[config.mk]
export PLATFORM = sky130hd
export DESIGN_NAME = block_diff_scan_address_generator
export DESIGN_NICKNAME = d
export VERILOG_FILES = /design/src/bdsa_pkg.sv /design/src/block_diff_scan_address_generator.sv /design/src/bdsa_ctrl.sv /design/src/bdsa_dp.sv
export SDC_FILE = /design/constraint.sdc
export NUM_CORES = 1
export LEC_CHECK = 0
export BUFFER_PORTS_ARGS = -buffer_cell sky130_fd_sc_hd__buf_2
export CAP_MARGIN = 20
export CORE_ASPECT_RATIO = 0.7
export CORE_MARGIN = 2
export CORE_UTILIZATION = 59
export CTS_CLUSTER_DIAMETER = 150
export CTS_CLUSTER_SIZE = 40
export DETAILED_ROUTE_END_ITERATION = 10
export GPL_TIMING_DRIVEN = 1
export PLACE_DENSITY = 0.77
export REMOVE_ABC_BUFFERS = 1
export SYNTH_ARGS = -nofsm -noshare
export SYNTH_HDL_FRONTEND = slang
export SYNTH_HIERARCHICAL = 1
export SYNTH_SLANG_ARGS = --single-unit
[constraint.sdc]
create_clock -name aclk -period 7.7 [get_ports aclk]
set_clock_uncertainty 0.15 [all_clocks]
set_input_delay 0.385 -clock aclk [delete_from_list [all_inputs] [get_ports aclk]]
set_output_delay 0.385 -clock aclk [all_outputs]
set_load 0.02 [all_outputs]
[src/bdsa_pkg.sv]
package bdsa_pkg;

    // Configuration port geometry.
    localparam int CFG_W     = 13;
    localparam int CFG_IDX_W = 2;

    // Result field widths.
    localparam int PIX_W  = 12;
    localparam int ADDR_W = 26;

    // Default largest image dimension.
    localparam int MAX_DIM_DEFAULT = 4096;

    // Register reset values.
    localparam logic [CFG_W-1:0] LOW_WIDTH_RST   = 13'd1920;
    localparam logic [CFG_W-1:0] HIGH_WIDTH_RST  = 13'd2560;
    localparam logic [CFG_W-1:0] HIGH_HEIGHT_RST = 13'd1440;

    // Register indexes on the configuration port.
    typedef enum logic [CFG_IDX_W-1:0] {
        CFG_LOW_WIDTH   = 2'd0,
        CFG_HIGH_WIDTH  = 2'd1,
        CFG_HIGH_HEIGHT = 2'd2
    } cfg_idx_t;

    // Commands from the controller to the datapath.
    typedef enum logic [3:0] {
        OP_NOP,
        OP_ADVANCE,
        OP_GCD_LOAD,
        OP_GCD_COMMON,
        OP_GCD_HALVE_A,
        OP_GCD_REDUCE,
        OP_DIV_LOW_LOAD,
        OP_DIV_HIGH_LOAD,
        OP_DIV_STEP,
        OP_FINISH
    } dp_op_t;

    // Status from the datapath to the controller.
    typedef struct packed {
        logic both_even;
        logic a_even;
        logic b_zero;
        logic div_last;
        logic adv_ok;
    } dp_status_t;

endpackage

[src/block_diff_scan_address_generator.sv]
// Block-scan address generator for a resolution difference map.
//
// Input channel (s_valid/s_ready, field s_restart): a transaction with
// s_restart high reduces low_width : high_width to lowest terms and yields
// the first scan position; a transaction with s_restart low steps one
// position in block-scan order. Every input transaction yields exactly one
// result transaction on the m_ channel: position, RGBA byte address, keep
// and last flags.
// Advances are taken one per cycle while no restart is in progress and no pending
// result waits behind a stalled output register. An advance's result is held pending
// and enters the output register once that register is free; the scan counters are
// registered and update at the edge that takes the advance. A restart occupies the
// shared GCD/divider datapath: a binary GCD that removes one bit or performs one
// subtraction per cycle, then two restoring divisions of DIM_W-bit dividends, where
// DIM_W = clog2(MAX_DIM+1).
// Reset (aresetn low, synchronous) restores the register defaults, clears
// the factors and the scan position and empties the output register.
// When the receiver holds m_ready low, the result stays in the output
// register, one further result may be staged, and then s_ready drops.
// Configuration writes are taken at any edge with cfg_wr_en high and aresetn high.
module block_diff_scan_address_generator
    import bdsa_pkg::*;
#(
    parameter int MAX_DIM = MAX_DIM_DEFAULT
) (
    input  logic                 aclk,
    input  logic                 aresetn,
    input  logic                 cfg_wr_en,
    input  logic [CFG_IDX_W-1:0] cfg_index,
    input  logic [CFG_W-1:0]     cfg_wr_data,
    input  logic                 s_valid,
    output logic                 s_ready,
    input  logic                 s_restart,
    output logic                 m_valid,
    input  logic                 m_ready,
    output logic                 m_keep,
    output logic [PIX_W-1:0]     m_pixel_x,
    output logic [PIX_W-1:0]     m_pixel_y,
    output logic [ADDR_W-1:0]    m_byte_address,
    output logic                 m_last
);

    localparam int DIM_W = $clog2(MAX_DIM+1);

    logic [CFG_W-1:0] low_width_reg,   low_width_next;
    logic [CFG_W-1:0] high_width_reg,  high_width_next;
    logic [CFG_W-1:0] high_height_reg, high_height_next;
    logic [DIM_W-1:0] low_dim, wide_dim, tall_dim;

    dp_op_t     op;
    dp_status_t status;

    // A dimension of zero acts as one; one above MAX_DIM acts as MAX_DIM.
    function automatic logic [DIM_W-1:0] eff_dim(input logic [CFG_W-1:0] v);
        logic [DIM_W-1:0] r;
        if (v == '0) begin
            r = DIM_W'(1);
        end else if (int'(v) > MAX_DIM) begin
            r = DIM_W'(MAX_DIM);
        end else begin
            r = DIM_W'(v);
        end
        return r;
    endfunction

    always_comb begin
        low_width_next   = low_width_reg;
        high_width_next  = high_width_reg;
        high_height_next = high_height_reg;
        if (cfg_wr_en) begin
            case (cfg_index)
                CFG_LOW_WIDTH:   low_width_next   = cfg_wr_data;
                CFG_HIGH_WIDTH:  high_width_next  = cfg_wr_data;
                CFG_HIGH_HEIGHT: high_height_next = cfg_wr_data;
                default: begin
                end
            endcase
        end
    end

    always_ff @(posedge aclk) begin
        if (!aresetn) begin
            low_width_reg   <= LOW_WIDTH_RST;
            high_width_reg  <= HIGH_WIDTH_RST;
            high_height_reg <= HIGH_HEIGHT_RST;
        end else begin
            low_width_reg   <= low_width_next;
            high_width_reg  <= high_width_next;
            high_height_reg <= high_height_next;
        end
    end

    // The same clamped dimensions feed the ratio, the scan and the address.
    assign low_dim  = eff_dim(low_width_reg);
    assign wide_dim = eff_dim(high_width_reg);
    assign tall_dim = eff_dim(high_height_reg);

    // The controller sequences restarts and admits advances; the datapath
    // holds the ratio, the scan position and the output register.
    bdsa_ctrl u_ctrl (
        .aclk      (aclk),
        .aresetn   (aresetn),
        .s_valid   (s_valid),
        .s_restart (s_restart),
        .s_ready   (s_ready),
        .status    (status),
        .op        (op)
    );

    bdsa_dp #(
        .MAX_DIM (MAX_DIM)
    ) u_dp (
        .aclk           (aclk),
        .aresetn        (aresetn),
        .op             (op),
        .low_dim        (low_dim),
        .wide_dim       (wide_dim),
        .tall_dim       (tall_dim),
        .status         (status),
        .m_valid        (m_valid),
        .m_ready        (m_ready),
        .m_keep         (m_keep),
        .m_pixel_x      (m_pixel_x),
        .m_pixel_y      (m_pixel_y),
        .m_byte_address (m_byte_address),
        .m_last         (m_last)
    );

endmodule

[src/bdsa_ctrl.sv]
module bdsa_ctrl
    import bdsa_pkg::*;
(
    input  logic       aclk,
    input  logic       aresetn,
    input  logic       s_valid,
    input  logic       s_restart,
    output logic       s_ready,
    input  dp_status_t status,
    output dp_op_t     op
);

    typedef enum logic [2:0] {
        ST_IDLE,
        ST_COMMON,
        ST_HALVE_A,
        ST_REDUCE,
        ST_DIV_LOW,
        ST_LOAD_HIGH,
        ST_DIV_HIGH,
        ST_FINISH
    } state_t;

    state_t state_reg;
    state_t state_next;

    assign s_ready = (state_reg == ST_IDLE) && status.adv_ok;

    always_comb begin
        state_next = state_reg;
        op         = OP_NOP;
        case (state_reg)
            ST_IDLE: begin
                if (s_valid && s_ready) begin
                    if (s_restart) begin
                        op         = OP_GCD_LOAD;
                        state_next = ST_COMMON;
                    end else begin
                        op = OP_ADVANCE;
                    end
                end
            end
            ST_COMMON: begin
                if (status.both_even) begin
                    op = OP_GCD_COMMON;
                end else begin
                    state_next = ST_HALVE_A;
                end
            end
            ST_HALVE_A: begin
                if (status.a_even) begin
                    op = OP_GCD_HALVE_A;
                end else begin
                    state_next = ST_REDUCE;
                end
            end
            ST_REDUCE: begin
                if (status.b_zero) begin
                    op         = OP_DIV_LOW_LOAD;
                    state_next = ST_DIV_LOW;
                end else begin
                    op = OP_GCD_REDUCE;
                end
            end
            ST_DIV_LOW: begin
                op = OP_DIV_STEP;
                if (status.div_last) begin
                    state_next = ST_LOAD_HIGH;
                end
            end
            ST_LOAD_HIGH: begin
                op         = OP_DIV_HIGH_LOAD;
                state_next = ST_DIV_HIGH;
            end
            ST_DIV_HIGH: begin
                op = OP_DIV_STEP;
                if (status.div_last) begin
                    state_next = ST_FINISH;
                end
            end
            ST_FINISH: begin
                op         = OP_FINISH;
                state_next = ST_IDLE;
            end
            default: begin
                state_next = ST_IDLE;
            end
        endcase
    end

    always_ff @(posedge aclk) begin
        if (!aresetn) begin
            state_reg <= ST_IDLE;
        end else begin
            state_reg <= state_next;
        end
    end

endmodule

[src/bdsa_dp.sv]
module bdsa_dp
    import bdsa_pkg::*;
#(
    parameter int MAX_DIM = MAX_DIM_DEFAULT
) (
    input  logic                     aclk,
    input  logic                     aresetn,
    input  dp_op_t                   op,
    input  logic [$clog2(MAX_DIM+1)-1:0] low_dim,
    input  logic [$clog2(MAX_DIM+1)-1:0] wide_dim,
    input  logic [$clog2(MAX_DIM+1)-1:0] tall_dim,
    output dp_status_t               status,
    output logic                     m_valid,
    input  logic                     m_ready,
    output logic                     m_keep,
    output logic [PIX_W-1:0]         m_pixel_x,
    output logic [PIX_W-1:0]         m_pixel_y,
    output logic [ADDR_W-1:0]        m_byte_address,
    output logic                     m_last
);

    localparam int DIM_W  = $clog2(MAX_DIM+1);
    localparam int CRD_W  = $clog2(MAX_DIM);
    localparam int EXT_W  = DIM_W + 1;
    localparam int SH_W   = $clog2(DIM_W);
    localparam int CNT_W  = $clog2(DIM_W);
    localparam int SUM_W  = CRD_W + 1;
    localparam int PROD_W = SUM_W + DIM_W;
    localparam int AFUL_W = (PROD_W + 2 > ADDR_W) ? PROD_W + 2 : ADDR_W;

    // Reduced ratio and scan position.
    logic [DIM_W-1:0] big_reg,   big_next;
    logic [DIM_W-1:0] small_reg, small_next;
    logic [CRD_W-1:0] bc_reg, bc_next, br_reg, br_next;
    logic [CRD_W-1:0] oc_reg, oc_next, or_reg, or_next;

    // Binary GCD and divider working registers.
    logic [DIM_W-1:0] ga_reg, ga_next, gb_reg, gb_next;
    logic [SH_W-1:0]  gsh_reg, gsh_next;
    logic [DIM_W-1:0] dd_reg, dd_next, dn_reg, dn_next, dr_reg, dr_next;
    logic [CNT_W-1:0] dcnt_reg, dcnt_next;

    // Output staging.
    logic pend_reg, pend_next;
    logic mv_reg, mv_next;
    logic out_load;
    logic              keep_reg, last_reg;
    logic [PIX_W-1:0]  px_reg, py_reg;
    logic [ADDR_W-1:0] addr_reg;

    // Shared scan geometry.
    logic [EXT_W-1:0] w_e, h_e, bs_e, bc_e, br_e, oc_e, or_e, sf_e;
    logic [EXT_W-1:0] ex_e, ey_e, bc_end, br_end;
    logic             stale;

    // Result terms.
    logic [SUM_W-1:0]  px, py;
    logic [PROD_W-1:0] lin;
    logic [AFUL_W-1:0] addr_full;
    logic              keep_c, last_c;

    // Divider step.
    logic [EXT_W-1:0] rem_sh;
    logic             rem_ge;

    assign w_e  = EXT_W'(wide_dim);
    assign h_e  = EXT_W'(tall_dim);
    assign bs_e = (big_reg == '0) ? EXT_W'(1) : EXT_W'(big_reg);
    assign bc_e = EXT_W'(bc_reg);
    assign br_e = EXT_W'(br_reg);
    assign oc_e = EXT_W'(oc_reg);
    assign or_e = EXT_W'(or_reg);
    assign sf_e = EXT_W'(small_reg);

    assign bc_end = bc_e + bs_e;
    assign br_end = br_e + bs_e;

    // Block extent, clipped to the image.
    assign ex_e = (bc_e >= w_e) ? '0 : (((w_e - bc_e) < bs_e) ? (w_e - bc_e) : bs_e);
    assign ey_e = (br_e >= h_e) ? '0 : (((h_e - br_e) < bs_e) ? (h_e - br_e) : bs_e);
    assign stale = (oc_e >= ex_e) || (or_e >= ey_e);

    assign px = SUM_W'(bc_reg) + SUM_W'(oc_reg);
    assign py = SUM_W'(br_reg) + SUM_W'(or_reg);
    assign lin = PROD_W'(py) * PROD_W'(wide_dim) + PROD_W'(px);
    assign addr_full = AFUL_W'(lin) << 2;

    assign keep_c = ((oc_e >= sf_e) || (or_e >= sf_e))
                    && (EXT_W'(px) < w_e) && (EXT_W'(py) < h_e);
    assign last_c = ((oc_e + EXT_W'(1)) == ex_e) && ((or_e + EXT_W'(1)) == ey_e)
                    && (bc_end >= w_e) && (br_end >= h_e);

    assign rem_sh = {dr_reg, dn_reg[DIM_W-1]};
    assign rem_ge = rem_sh >= EXT_W'(dd_reg);

    assign out_load = pend_reg && (!mv_reg || m_ready);

    assign status.both_even = !ga_reg[0] && !gb_reg[0];
    assign status.a_even    = !ga_reg[0];
    assign status.b_zero    = (gb_reg == '0);
    assign status.div_last  = (dcnt_reg == CNT_W'(DIM_W - 1));
    assign status.adv_ok    = !pend_reg || out_load;

    always_comb begin
        big_next   = big_reg;
        small_next = small_reg;
        bc_next    = bc_reg;
        br_next    = br_reg;
        oc_next    = oc_reg;
        or_next    = or_reg;
        ga_next    = ga_reg;
        gb_next    = gb_reg;
        gsh_next   = gsh_reg;
        dd_next    = dd_reg;
        dn_next    = dn_reg;
        dr_next    = dr_reg;
        dcnt_next  = dcnt_reg;
        pend_next  = out_load ? 1'b0 : pend_reg;
        case (op)
            OP_ADVANCE: begin
                pend_next = 1'b1;
                if (stale) begin
                    bc_next = '0;
                    br_next = '0;
                    oc_next = '0;
                    or_next = '0;
                end else if ((or_e + EXT_W'(1)) < ey_e) begin
                    or_next = or_reg + CRD_W'(1);
                end else begin
                    or_next = '0;
                    if ((oc_e + EXT_W'(1)) < ex_e) begin
                        oc_next = oc_reg + CRD_W'(1);
                    end else begin
                        oc_next = '0;
                        if (bc_end < w_e) begin
                            bc_next = CRD_W'(bc_end);
                        end else begin
                            bc_next = '0;
                            br_next = (br_end < h_e) ? CRD_W'(br_end) : '0;
                        end
                    end
                end
            end
            OP_GCD_LOAD: begin
                ga_next  = low_dim;
                gb_next  = wide_dim;
                gsh_next = '0;
            end
            OP_GCD_COMMON: begin
                ga_next  = ga_reg >> 1;
                gb_next  = gb_reg >> 1;
                gsh_next = gsh_reg + SH_W'(1);
            end
            OP_GCD_HALVE_A: begin
                ga_next = ga_reg >> 1;
            end
            OP_GCD_REDUCE: begin
                if (!gb_reg[0]) begin
                    gb_next = gb_reg >> 1;
                end else if (ga_reg > gb_reg) begin
                    ga_next = gb_reg;
                    gb_next = ga_reg - gb_reg;
                end else begin
                    gb_next = gb_reg - ga_reg;
                end
            end
            OP_DIV_LOW_LOAD: begin
                dd_next   = ga_reg << gsh_reg;
                dn_next   = low_dim;
                dr_next   = '0;
                dcnt_next = '0;
            end
            OP_DIV_HIGH_LOAD: begin
                small_next = dn_reg;
                dn_next    = wide_dim;
                dr_next    = '0;
                dcnt_next  = '0;
            end
            OP_DIV_STEP: begin
                dr_next   = rem_ge ? DIM_W'(rem_sh - EXT_W'(dd_reg)) : DIM_W'(rem_sh);
                dn_next   = {dn_reg[DIM_W-2:0], rem_ge};
                dcnt_next = dcnt_reg + CNT_W'(1);
            end
            OP_FINISH: begin
                big_next  = dn_reg;
                bc_next   = '0;
                br_next   = '0;
                oc_next   = '0;
                or_next   = '0;
                pend_next = 1'b1;
            end
            default: begin
            end
        endcase
    end

    always_comb begin
        mv_next = mv_reg;
        if (out_load) begin
            mv_next = 1'b1;
        end else if (m_ready) begin
            mv_next = 1'b0;
        end
    end

    always_ff @(posedge aclk) begin
        if (!aresetn) begin
            big_reg   <= '0;
            small_reg <= '0;
            bc_reg    <= '0;
            br_reg    <= '0;
            oc_reg    <= '0;
            or_reg    <= '0;
            pend_reg  <= 1'b0;
            mv_reg    <= 1'b0;
        end else begin
            big_reg   <= big_next;
            small_reg <= small_next;
            bc_reg    <= bc_next;
            br_reg    <= br_next;
            oc_reg    <= oc_next;
            or_reg    <= or_next;
            pend_reg  <= pend_next;
            mv_reg    <= mv_next;
        end
    end

    always_ff @(posedge aclk) begin
        ga_reg   <= ga_next;
        gb_reg   <= gb_next;
        gsh_reg  <= gsh_next;
        dd_reg   <= dd_next;
        dn_reg   <= dn_next;
        dr_reg   <= dr_next;
        dcnt_reg <= dcnt_next;
        if (out_load) begin
            keep_reg <= keep_c;
            last_reg <= last_c;
            px_reg   <= PIX_W'(px);
            py_reg   <= PIX_W'(py);
            addr_reg <= addr_full[ADDR_W-1:0];
        end
    end

    assign m_valid        = mv_reg;
    assign m_keep         = keep_reg;
    assign m_pixel_x      = px_reg;
    assign m_pixel_y      = py_reg;
    assign m_byte_address = addr_reg;
    assign m_last         = last_reg;

endmodule

==> metrics.md, run 1 <==
| Metric | Value |
|---|---|
| Status | complete, but fails checks |
| Failing checks | setup timing |
| DRT Pass-1 Iters | 8 |
| Initial drt markers | between 2k and 2.5k |
| Pwr Total | 4040 uW |
| Final hold viol count | 0 |
| Top post-synthesis cells by count | nand2_1 (414), inv_1 (350), ha_1 (343) |
| Hold WS | around 0.075 ns |
| Core Area | roughly 42000 um2 |
| Drt total wl | roughly 76000 um |
| # Max-Cap Violations | 0 |
| Largest net degree at the start of global routing | 55 |
| DR WL/cell | roughly 21 um |
| Die ar. | about 44000 um2 |
| Fin cells | around 3.6k |
| Via density | 6.11 |
| Initial Util | 0.594 |
| Setup violations, final | 1 |
| Grt total ovfl | 0 |
| CP Data Arrival Time | between 7 and 8 ns |
| Sequential area share after synthesis | 0.242 |
| Most frequent cell after synthesis | nand2_1 |
| Synth area leader | ha_1 |
| CTS tree | yes |
| Post-synth EDFFs | 123 |
| CP Max Fanout | 3 |
| Cells after Synth | 2899 |
| Fraction of registers with async set/reset | 0 |
| Peak VDD IR | approximately 0.15 mV |
| Number of global-route vias before repair | around 21k |
| Synth top area share | 0.172 |
| Ports | between 70 and 80 |
| Initial antenna violation count | 1 |
| Critical path startpoint category | flop |
| Part of the cycle the worst path needs | 1.01 |
| Min setup slack post-route | -0.0588 ns |
| Share of layout cells above drive strength 1 | 0.115 |
| Fmax | around 130 MHz |
| Final worst path period need | around 7.8 ns |
| Area of the multi-input gates | roughly 17000 um2 |
| Max reg flops | 24 |
| Root Buffer | clkbuf_16 |
| Row count | 63 |
| Clock Path Buffers | 3 |
| CP Data Required Time | between 7 and 8 ns |
| Final HPWL DP | between 50000 and 60000 um |
| Clk pin slew, worst setup/hold paths | about 0.16 ns |
| ANT cells | 0 |
| Register area | a little over 6000 um2 |
| Syn avg cell area | ~8.6 um2 |
| Slew @ Worst Pin | between 1 and 1.5 ns |
| LEAKAGE | roughly 0.013 uW |
| Number of synthesized register bits | around 240 |
| Pins Over Slew Limit | 0 |
| CP Capture Type | flop |
| Worst skew pair latency | approximately 0.53 ns |
| RSZ-0062 raised after global routing | yes |
| Synth cell types | 90 |
| Layout Area Growth over Synthesis | 10.5% |
| Gp weighted congestion | 1.04 |
| Die Y | approximately 180 um |
| H-tree depth reported by CTS | 1 |
| Most used cell, CP | fa_1 |
| Util after Layout | 0.657 |
| Max_slew headroom | 0.238 |
| Synth warn | 6 |
| Clock sinks | 241 |
| Synth top area cells | ha_1 (17%), edfxtp_1 (15%), fa_1 (11%) |
| Final net count | 3545 |
| Vias | 22.0k |
| Filler cells | 3435 |
| Critical path type | reg -> reg |
| Routed Antenna Nets | 0 |
| Synthesized area | between 20000 and 30000 um2 |
| Cells after DPL | 3552 |
| Synth Flop Type | edfxtp_1 |
| CP peak stage delay | roughly 0.57 ns |
| Cts bufs inserted | 10 |
| DP Worst Slack | -0.602 ns |
| I/O Buffers | between 70 and 80 |
| First-pass GRT wire length | approximately 120000 um |
| # DRC | 0 |
| Die Wd | 250 um |
| Total track usage | 0.339 |
| Power Dens Cells | approximately 150 nW/um2 |
| Min-delay worst type | in -> reg |
| Worst path slowest cell | fa_1 |
==> where the power goes <==
group	total, uW	switching [uW]	leakage, uW	internal, uW
combinational	1820	1070	0.0105	743
clock	726	452	0.000152	274
sequential	1500	70.2	0.00212	1430
==> through the flow <==
stage          instance area [um2]  setup TNS, ns
3_5_place_dp                 26700          -2.13
6_report                     27600        -0.0588
2_1_floorplan                24500         -0.404
3_3_place_gp                 26700          -1.27
5_1_grt                      27600         -0.817
4_1_cts                      27300              0
==> logic make-up after synthesis <==
family / synth area share
XOR/XNOR: 0.0461
multiplexers: 0.0255
adder cells (fa/ha/maj): 0.282
other: 0.000150
buffers and inverters: 0.0725
flip-flops: 0.242
AO/OA/AOI/OAI: 0.153
AND/OR/NAND/NOR: 0.179
==> critical path, delay by kind of cell, from the launching register on <==
kind	cells	cell delay (ns)
DFF	1	0.37
AOI/OAI and AO/OA	10	1.98
and+or+nand+nor	5	0.60
buffers and inverters	4	0.43
adders and majority gates	9	3.72
xor gates and xnor gates	2	0.23
==> per-layer routing <==
metal	global-route usage	routed length (um)
met3	0.0708	8400
met5	0	0
met1	0.505	34100
met2	0.505	31700
met4	0.0768	1870
==> cells in the final DEF (no fill, tap or decap), drive strengths merged, types with 10 or more instances in the layout <==
master       instances
buf                236
nand3               45
a22oi               31
edfxtp             123
o21bai              20
o211ai              10
dlygate4sd3         13
a21oi              168
and2                95
nand3b              12
or3                 10
a31oi               11
fa                 138
and3                20
a211oi              21
o21ai              127
o31ai               14
a21boi              32
inv                350
nand4               28
o21a                20
dfxtp              118
mux2i               51
xor2                44
nor4                13
nor2b               72
a222oi              11
nand2b              13
clkbuf              15
xnor2               85
nor2               140
nand2              414
a21o                57
nor3                41
ha                 343
==> repair_timing <==
item,CTS,global route
setup buffers,8,10
gates resized for setup,22,59
hold buffers,13,0
endpoints found under the hold margin,36,0
setup endpoints to repair,22,56
pin swaps,28,60
cloned,0,0
==> path summary, 6_finish.rpt <==
| path | slack (ns) | startpoint | to | cells past startpoint |
|---|---|---|---|---|
| worst max-delay path | -0.06 | u_dp/or_reg[0] | u_dp/m_byte_address[23] | 30 |
| worst min-delay path | 0.08 | m_ready | u_dp/m_valid | 4 |
| worst max register to register | -0.06 | u_dp/or_reg[0] | u_dp/m_byte_address[23] | 30 |
| worst min register to register | 0.32 | u_dp/small_reg[8] | u_dp/small_reg[8] | 2 |
==> cell type report <==
class | instances | area share
clock buffers | 15 | 0.0105
clock inverters | 1 | 0.00109
inverters | 351 | 0.0477
multi-input cells | 2190 | 0.632
flip-flops and latches | 241 | 0.219
well taps | 552 | 0.0250
repair buffers | 249 | 0.0642
(Power assumes the default switching activity.)
==> run 2, diff against run 1 <==
- CAP_MARGIN: 20 -> 25
- CORE_UTILIZATION: 59 -> 60
- CTS_BUF_LIST: unset -> sky130_fd_sc_hd__clkbuf_8
- PLACE_DENSITY: 0.77 -> 0.78
==> run 2 against run 1 <==
- the flow still finishes with violations (setup timing)
- sequential power is essentially flat
- count of clock-buffer cells in the layout shrank 4
- die area shrank 1.6%
- utilization rose by 1.2 points
- critical endpoint unchanged
==> metrics.md, run 2 (synthesis results as in run 1) <==
| Metric | Value |
|---|---|
| R2r setup slk | -0.19 ns |
| Part of the cycle the worst path needs | 1.02 |
| Core Area | a little over 40000 um2 |
| Final hold viol count | 0 |
| DRT Pass-1 Iters | 7 |
| Worst hold path startpoint | cfg_index[1] |
| Initial antenna violation count | 0 |
| Total track usage | 0.342 |
| CP Data Required Time | ~8 ns |
| Design area | about 27000 um2 |
| Via density | a little over 6 |
| Die Wd | 248 um |
| Clk pin slew, worst setup/hold paths | about 0.25 ns |
| Gp weighted congestion | 1.02 |
| Hold Crit Endpoint | low_width_reg[0] |
| Critical path type | reg -> reg |
| CP peak stage delay | approximately 0.55 ns |
| Worst path slowest cell | fa_1 |
| Pins Over Slew Limit | 0 |
| Initial Util | 0.610 |
| Vias | approximately 22k |
| CP Max Fanout | 3 |
| Min setup slack post-route | -0.186 ns |
| Worst hold stages | 4 |
| LEAKAGE | between 0.01 and 0.015 uW |
| First-pass GRT wire length | about 120000 um |
| Min-delay worst type | in -> reg |
| Gr busiest metal | met2 |
| GR Util met2 | 0.505 |
| R2r worst-path depth | 32 |
| Layout Area Growth over Synthesis | 9.73% |
| Critical path startpoint category | flop |
| Cts bufs inserted | 10 |
| Grt total ovfl | 0 |
| Most used cell, CP | fa_1 |
| Setup violations, final | 3 |
| Routed Antenna Nets | 0 |
| Met1 Use GR | 0.501 |
| Worst reg2reg startpoint | u_dp/or_reg[0] |
| Root Buffer | clkbuf_8 |
| Power Dens Cells | ~140 nW/um2 |
| Final HPWL DP | ~59000 um |
| Die Y | approximately 170 um |
| CTS tree | yes |
| Share of layout cells above drive strength 1 | 0.114 |
| RSZ-0062 raised after global routing | yes |
| Fmax | approximately 130 MHz |
| Drt total wl | between 70000 and 80000 um |
| Clock sinks | between 200 and 250 |
| Initial drt markers | 2468 |
| Failing checks | setup timing |
| Row count | a little over 60 |
| Final worst path period need | 7.89 ns |
| Largest net degree at the start of global routing | 73 |
| Ports | 75 |
| Die ar. | around 43000 um2 |
| # Max-Cap Violations | 0 |
| H-tree depth reported by CTS | 1 |
| Clock Path Buffers | 3 |
| Commonest non-fill, non-tap cell in the layout | nand2_1 |
| Critical R2R Capture | u_dp/m_byte_address[23] |
| I/O Buffers | 72 |
| Filler cells | roughly 3.3k |
| Max_slew headroom | 0.323 |
| Pwr Total | roughly 3900 uW |
| Final net count | roughly 3.5k |
| GRT met3 Usage | 0.0891 |
| DP Area | between 20000 and 30000 um2 |
| Commonest non-fill, non-tap cells in the layout | nand2_1 (414), inv_1 (341), ha_1 (337), buf_4 (158), a21oi_1 (158) |
| CP Data Arrival Time | about 8.1 ns |
| # DRC | 0 |
| Max reg flops | 24 |
| Number of global-route vias before repair | around 21k |
| ANT cells | 0 |
| Slew @ Worst Pin | about 1.0 ns |
| Status | complete, but fails checks |
| CP Capture Type | flop |
| DR WL/cell | ~21 um |
| Peak VDD IR | 0.123 mV |
| Worst skew pair latency | roughly 0.62 ns |
## run 2: changes by cell type in the layout (fill, tap and decap cells not counted), moves of 2 or more
cell / delta
dfxtp_1: -2
clkbuf_8: +11
ha_1: +3
and2_4: -3
ha_4: -2
clkbuf_1: -4
xnor2_2: -2
clkbuf_16: -11
dfxtp_2: +2
and2_1: +3
inv_2: +4
buf_12: -3
buf_6: +2
inv_1: -2
## run 2: worst max path at each step
stage | startpoint | end | slack, ns | cells after the start
3_3_place_gp | u_dp/br_reg[0] | u_dp/m_byte_address[25] | -0.46 | 30
6_report | u_dp/or_reg[0] | u_dp/m_byte_address[23] | -0.19 | 32
3_5_place_dp | u_dp/br_reg[0] | u_dp/m_byte_address[25] | -0.62 | 30
2_1_floorplan | u_dp/br_reg[0] | u_dp/m_byte_address[25] | -0.27 | 30
4_1_cts | u_dp/or_reg[0] | u_dp/m_byte_address[23] | 0.005 | 33
5_1_grt | u_dp/or_reg[0] | u_dp/m_byte_address[23] | -0.48 | 33
## run 2: critical path, delay by kind of cell (launching register included)
kind / cells / cell delay [ns]
AND/OR/NAND/NOR: 5 / 0.78
XOR/XNOR: 2 / 0.16
buffers and inverters: 7 / 0.65
adder cells (fa/ha/maj): 9 / 3.83
flip-flops: 1 / 0.39
AO/OA/AOI/OAI: 9 / 1.69
## run 2: metrics by stage
stage / std cells / setup TNS [ns] / hold WS (ns) / util / setup WS, ns
after floorplan: 2782 / -0.404 / 0.285 / - / -0.274
after global placement: 3536 / -1.01 / 0.295 / 0.649 / -0.463
after detailed placement: 3538 / -1.85 / 0.299 / 0.649 / -0.624
after CTS: 3574 / 0 / 0.0366 / 0.661 / 0.00482
after global routing: 3590 / -2.26 / 0.0736 / 0.669 / -0.477
final: 3590 / -0.401 / 0.0664 / 0.669 / -0.186
## run 2: final cells by class
cell class / instances / area (um2) / area share
flip-flops and latches: 241 / 6070 / 0.221
clock inverters: 5 / 52.6 / 0.00191
inverters: 351 / 1320 / 0.0480
well taps: 544 / 681 / 0.0248
clock buffers: 11 / 151 / 0.00552
repair buffers: 248 / 1740 / 0.0634
multi-input cells: 2190 / 17400 / 0.635
## run 2: power by group
| group | internal (uW) | leakage (uW) | switching [uW] |
|---|---|---|---|
| sequential | 1430 | 0.00212 | 71.0 |
| clock | 149 | 0.000111 | 443 |
| combinational | 715 | 0.0105 | 1060 |
## run 2: per-layer routing
metal  wire length [um]  vias to the layer above
met5                  0                        -
met4               1790                        0
met3               8880                      120
met2              31700                     1121
met1              33100                    10607
li1                   -                    10175
## run 2: timing repair
item | 4_1_cts | 5_1_grt
hold buffers | 14 | 0
gates resized for setup | 22 | 60
buffers inserted | 6 | 13
setup endpoints to repair | 22 | 55
pin swaps | 24 | 66
hold endpoints to repair | 40 | 0
